===== src/hdl/ptxq_pkg.sv =====
package ptxq_pkg;

  // Default geometry of the queue.
  localparam int QUEUE_SLOTS_DEF      = 8;
  localparam int MAX_PACKET_BYTES_DEF = 256;

  // Operation codes of a request.
  localparam logic [1:0] OP_PUSH     = 2'd0;
  localparam logic [1:0] OP_COMPLETE = 2'd1;
  localparam logic [1:0] OP_SERVICE  = 2'd2;
  localparam logic [1:0] OP_READ     = 2'd3;

  // Transmitter answers to a start.
  localparam logic [1:0] RSP_STARTED = 2'd0;
  localparam logic [1:0] RSP_BUSY    = 2'd1;

  // Commands from the controller to the datapath.
  typedef struct packed {
    logic capture;  // register the request fields
    logic exec;     // apply the request to the queue state
    logic fetch;    // read length and byte memories at the head
    logic load;     // load the response register
  } ptxq_cmd_t;

endpackage


===== src/hdl/ptxq_ctrl.sv =====
module ptxq_ctrl (
  input  logic                clk,
  input  logic                rst,
  input  logic                req_valid,
  output logic                req_stall,
  output logic                rsp_valid,
  input  logic                rsp_stall,
  output ptxq_pkg::ptxq_cmd_t cmd
);
  import ptxq_pkg::*;

  typedef enum logic [1:0] {S_IDLE, S_EXEC, S_FETCH, S_DONE} state_t;

  state_t state;
  logic   out_free;

  // The response register can take a new value when empty or being drained.
  assign out_free  = !rsp_valid || !rsp_stall;
  assign req_stall = (state != S_IDLE);

  // Commands follow the state directly.
  always_comb begin
    cmd.capture = (state == S_IDLE) && req_valid;
    cmd.exec    = (state == S_EXEC);
    cmd.fetch   = (state == S_FETCH);
    cmd.load    = (state == S_DONE) && out_free;
  end

  // Sequencer and response valid flag.
  always_ff @(posedge clk) begin
    if (rst) begin
      state     <= S_IDLE;
      rsp_valid <= 1'b0;
    end else begin
      case (state)
        S_IDLE: begin
          if (req_valid) begin
            state <= S_EXEC;
          end
        end
        S_EXEC:  state <= S_FETCH;
        S_FETCH: state <= S_DONE;
        S_DONE: begin
          if (out_free) begin
            state <= S_IDLE;
          end
        end
        default: state <= S_IDLE;
      endcase
      if (cmd.load) begin
        rsp_valid <= 1'b1;
      end else if (rsp_valid && !rsp_stall) begin
        rsp_valid <= 1'b0;
      end
    end
  end

endmodule


===== config.mk =====
export PLATFORM = sky130hd
export DESIGN_NAME = ptxq_ctrl
export DESIGN_NICKNAME = d
export VERILOG_FILES = /design/src/hdl/ptxq_pkg.sv /design/src/hdl/ptxq_ctrl.sv
export SDC_FILE = /design/constraint.sdc
export NUM_CORES = 1
export LEC_CHECK = 0
export ABC_CLOCK_PERIOD_IN_PS = 1140
export BUFFER_PORTS_ARGS = -buffer_cell sky130_fd_sc_hd__buf_4
export CAP_MARGIN = 20
export CORE_AREA = 4 4 41 43
export DETAILED_ROUTE_END_ITERATION = 10
export DIE_AREA = 0 0 45 47
export GPL_TIMING_DRIVEN = 0
export PLACE_DENSITY = 0.47
export RECOVER_POWER = 25
export SYNTH_ARGS = -nofsm -noshare
export SYNTH_HDL_FRONTEND = slang
export SYNTH_SLANG_ARGS = --single-unit

===== constraint.sdc =====
create_clock -name clk -period 1.14 [get_ports clk]
set_input_delay 0.114 -clock clk [delete_from_list [all_inputs] [get_ports clk]]
set_output_delay 0.114 -clock clk [all_outputs]
set_load 0.02 [all_outputs]

Word-level counts from Yosys, hierarchy flattened

Cells that the tools add are included.
Widths: inputs -> output; s select.

Register bits: 3
Word-level logic and storage cells: 22
Output and inout port bits: 6
Input port bits: 4

Mux-type cells: 5
Equal/unequal tests: 5
Reduce and logical (&&, ||, !) cells: 10

Operators with widths:

| operator           | count |
|---|---|
| $pmux 2 s4         | 1 |
| $eq 2x2->1 const B | 2 |
| $mux 2             | 2 |
| $ne 2x2->1 const B | 2 |
| $reduce_bool 2->1  | 2 |
| $logic_and 1x1->1  | 3 |
| $eq 2x1->1 const B | 1 |
| $logic_not 1->1    | 2 |
| $logic_not 2->1    | 1 |
| $mux 1             | 2 |
| $reduce_and 2->1   | 1 |
| $logic_or 1x1->1   | 1 |

Logic depth before layout (Yosys ltp)

Word-level depth: 4
Gate-level depth with buffers: 5
Gate-level depth less buffers: 5

Worst setup path after synthesis

No wires, ideal clock.

Path type: register to register
From: register state[0]
To: register state[0]
Setup slack: -0.076 ns
Buffers on the path: 0
Setup time: 0.072 ns
Data arrival time: 1.145 ns
Clock period less this slack: 1.216 ns
Required time: 1.068 ns
Stages on the path, launching flop included: 6
Cells stage by stage: dfxtp_1 -> inv_1 -> ha_1 -> inv_1 -> o21a_1 -> mux2i_1

Longest elaborated chain between the ends: 3
Elaborated cells on any way between the ends: 8
Those cells by class: eq/ne (5); mux (1); reduce/logical (2)

RTL lines:

| item                                          | line            | source |
|---|---|---|
| start, declared                               | ptxq_ctrl.sv:14 | `state_t state;` |
| start signal, assigned                        | ptxq_ctrl.sv:32 | `state <= S_IDLE;` |
| start signal, assigned                        | ptxq_ctrl.sv:38 | `state <= S_EXEC;` |
| start signal, assigned                        | ptxq_ctrl.sv:41 | `S_EXEC: state <= S_FETCH;` |
| $eq 2x2->1 or $logic_not 2->1 (tied branches) | ptxq_ctrl.sv:35 | `case (state)` |
| $ne 2x2->1 (no line)                          | --              |  |
| $reduce_and 2->1 (no line)                    | --              |  |

Several ways; a longest one is shown, not always the timed one.
A chain may end at the register's enable or synchronous reset.

==> summary.md <==
| Metric | Value |
|---|---|
| Clk_skew | `around 0.0012 ns` |
| Reg power frac | `20.6%` |
| Cell Area, Synth | `about 220 sq um` |
| Power share of the clock group | `between 10% and 20%` |
| Dpl ws | `-0.0483 ns` |
| CP startpoint kind | `flip-flop` |
| Hold Slack | `roughly 0.059 ns` |
| ANT nets after route | `0` |
| Rel. slew slack | `just under 90%` |
| Mapped Nets | `32` |
| Row Count | `13` |
| Adder-cell share of the synthesized area | `approximately 29%` |
| Yosys warnings | `0` |
| Hold endpoint | `rsp_valid` |
| Avg Cell Area, Syn | `9.41 sq um` |
| Switching power | `0.000395 W` |
| Core area | `1300 sq um` |
| H-tree depth | `1` |
| Mapped Cells | `23` |
| Cell Pwr Density | `2290 nW/um^2` |
| Clk_lat worst skew | `between 0.2 and 0.25 ns` |
| Placed inst area | `slightly above 300 sq um` |
| DRC | `0` |
| CTS tree | `yes` |
| DRT Wirelength | `roughly 540 um` |
| Leakage | `around 0.19 nW` |
| XOR/XNOR Fraction of Synth Area | `0%` |
| Port bufs | `9` |
| Multiplexer share of the synthesized area | `roughly 9.2%` |
| Cells on worst reg2reg path | `5` |
| Critical path class | `reg -> out` |
| Peak supply drop | `approximately 840 uV` |
| Hold Path Cell Cnt | `2` |
| Final hold vios | `0` |
| RSZ-0062 raised after global routing | `true` |
| Sw Share | `between 30% and 40%` |
| Global-route wire length before repair | `approximately 910 um` |
| DRT iter0 DRCs | `1` |
| Fmax | `roughly 850 MHz` |
| CTS Sinks | `3` |
| Area grow syn2layout | `105%` |
| Setup-failing EPs final | `3` |
| Global-route usage over all layers | `between 6 and 7%` |
| Vias in the first global route | `between 200 and 250` |
| Crit end category | `primary output` |
| Failing checks | `negative setup slack` |
| Post-synth top area share | `between 20% and 30%` |
| Hold buffers post-CTS | `0` |
| CTS Buf Count | `3` |
| GP Congestion | `slightly above 0.7` |
| Total iterations of the first detailed-routing run | `2` |
| Critical Path Max Stage Delay | `roughly 0.37 ns` |
| Synth top area cells | `ha_1 (29%), dfxtp_1 (28%), mux2i_1 (9.2%)` |
| Number of library cell types mapped by synthesis | `12` |
| Largest net degree at the start of global routing | `6` |
| Min Clock Period, post-route | `between 1 and 1.5 ns` |
| Wirelength per Cell | `a little under 10 um` |
| R2r setup slk | `0.07 ns` |
| Post-synthesis sequential area ratio | `around 28%` |
| Initial Utilization | `16.6%` |
| HP Start | `rst` |
| N_diodes | `0` |
| Status | `finished with violations` |
| Die area | `2120 sq um` |
| Combinational Power Share | `about three fifths` |
| Final setup TNS | `-0.0624 ns` |
| Crit path max-delay family | `flip-flops` |
| Int Pwr | `0.000621 W` |
| Share of layout cells above drive strength 1 | `about two thirds` |
| Worst Hold Class | `in -> reg` |
| Maxcap violations | `0` |
| Clock slew seen by the registers of the worst setup and hold paths | `approximately 0.04 ns` |
| Vias per std cell | `between 3 and 4` |
| R2R Path End | `state[0]` |
| Via count | `214` |
| Synth area leader | `ha_1` |
| Final Worst Setup Slack | `-0.0335 ns` |
| Ports | `10` |
| Buf+Inv Stages, Crit Path | `2` |
| Final Instance Area | `around 440 sq um` |
| Synth Area in Compound Gates | `approximately 13%` |
| CP max stage cell | `dfxtp_4` |
| Final Max Slew Viols | `0` |
| WP data arrival | `approximately 1.1 ns` |
| Largest family of logic cells by synthesized area | `adder cells` |
| Die Y | `about 47 um` |
| Root Buffer | `clkbuf_4` |
| Overflow after GRT | `0` |
| Initial antenna violation count | `0` |
| Nets | `50` |
| Worst Tran Pin Value | `0.190 ns` |
| Synth Area in Simple Gates | `about 16%` |
| FF+latch count, synth | `3` |
| CP Cell Sequence | `inv_4 -> ha_4 -> and2_4 -> buf_6` |
| Power Total | `~0.0010 W` |
| Clk buf depth | `2` |
| Crit-path max FO | `3` |
| Tcrit/Tclk final | `103%` |
| Critical Path RT | `around 1.0 ns` |
| Worst R2R Start | `state[1]` |
| Chip Width | `45 um` |
-- power groups by stage --
stage               Clock, W  Combinational [W]  Sequential (W)
CTS                 0.000201           0.000564        0.000193
detailed placement         0           0.000398        0.000173
global placement           0           0.000403        0.000172
global route        0.000218           0.000681        0.000215
finish              0.000191           0.000615        0.000209
floorplan                  0           0.000266        0.000168
-- worst register-to-register path, cell delays in order (launching register included) --
cell	delay, ns
dfxtp_4	0.37
inv_4	0.05
ha_4	0.15
inv_2	0.05
o21a_1	0.17
mux2i_1	0.19
-- worst max-delay path by stage --
| stage | from | to | cells past startpoint |
|---|---|---|---|
| floorplan | state[0] | state[0] | 5 |
| global placement | state[0] | state[1] | 5 |
| detailed placement | state[0] | state[1] | 5 |
| CTS | state[1] | cmd[3] | 4 |
| global route | state[0] | cmd[3] | 4 |
| finish | state[1] | cmd[3] | 4 |
-- cells by family after synthesis --
logic type	count (synthesis)
AOI/OAI and AO/OA	4
adders and majority gates	5
buffers and inverters	3
DFF	3
muxes	2
and+or+nand+nor	6
-- cell usage in the layout, fill, tap and decap left out --
master    synthesis  routed
ha_1              5       1
nand2b_1          3       3
clkbuf_1          0       1
nand3_1           1       1
a21boi_4          0       1
o21bai_1          1       1
ha_4              0       3
buf_4             0       8
ha_2              0       1
dfxtp_1           3       1
buf_6             0       5
o21a_1            1       1
inv_2             0       1
and2_4            0       1
clkbuf_4          0       3
nor2_1            1       1
mux2i_1           2       2
inv_4             0       2
a21oi_1           1       1
dfxtp_4           0       2
-- synthesized netlist by cell type --
| cell type | count |
|---|---|
| dfxtp_1 | 3 |
| ha_1 | 5 |
| mux2i_1 | 2 |
| a21boi_0 | 1 |
| nand3_1 | 1 |
| inv_1 | 3 |
| o21bai_1 | 1 |
| nand2b_1 | 3 |
| nor2_1 | 1 |
| o21a_1 | 1 |
| a21oi_1 | 1 |
| and2_2 | 1 |
-- stage by stage --
step           instances  util (%)
3_3_place_gp          47      23.3
6_report              55      34.0
5_1_grt               55      34.0
3_5_place_dp          47      23.3
4_1_cts               55      31.3
2_1_floorplan         23         -
-- routing by layer --
| layer | wire, um | global-route usage, % | vias to the layer above |
|---|---|---|---|
| met5 | 0 | 0 | - |
| met4 | 6 | 3.51 | 0 |
| met3 | 90 | 8.05 | 2 |
| met2 | 214 | 7.91 | 13 |
| met1 | 224 | 7.00 | 91 |
| li1 | - | - | 108 |
-- final cells by class --
cell class / count / area (sq um)
inverter: 3 / 16.3
multi-input combinational: 17 / 198
fill: 154 / 858
timing repair buffer: 13 / 116
sequential: 3 / 67.6
tap: 15 / 18.8
clock buffer: 4 / 26.3
-- registers in the layout (all words and copies together), names as in the netlist --
| signal | cells |
|---|---|
| state | 2 |
| rsp_valid | 1 |
-- what timing repair did --
action | in CTS | in global routing
setup endpoints to repair | 7 | 7
endpoints found under the hold margin | 0 | 0
resized for setup | 15 | 8
pin swaps | 0 | 2
buffers inserted | 4 | 0
Power figures use the tool's default switching activity.
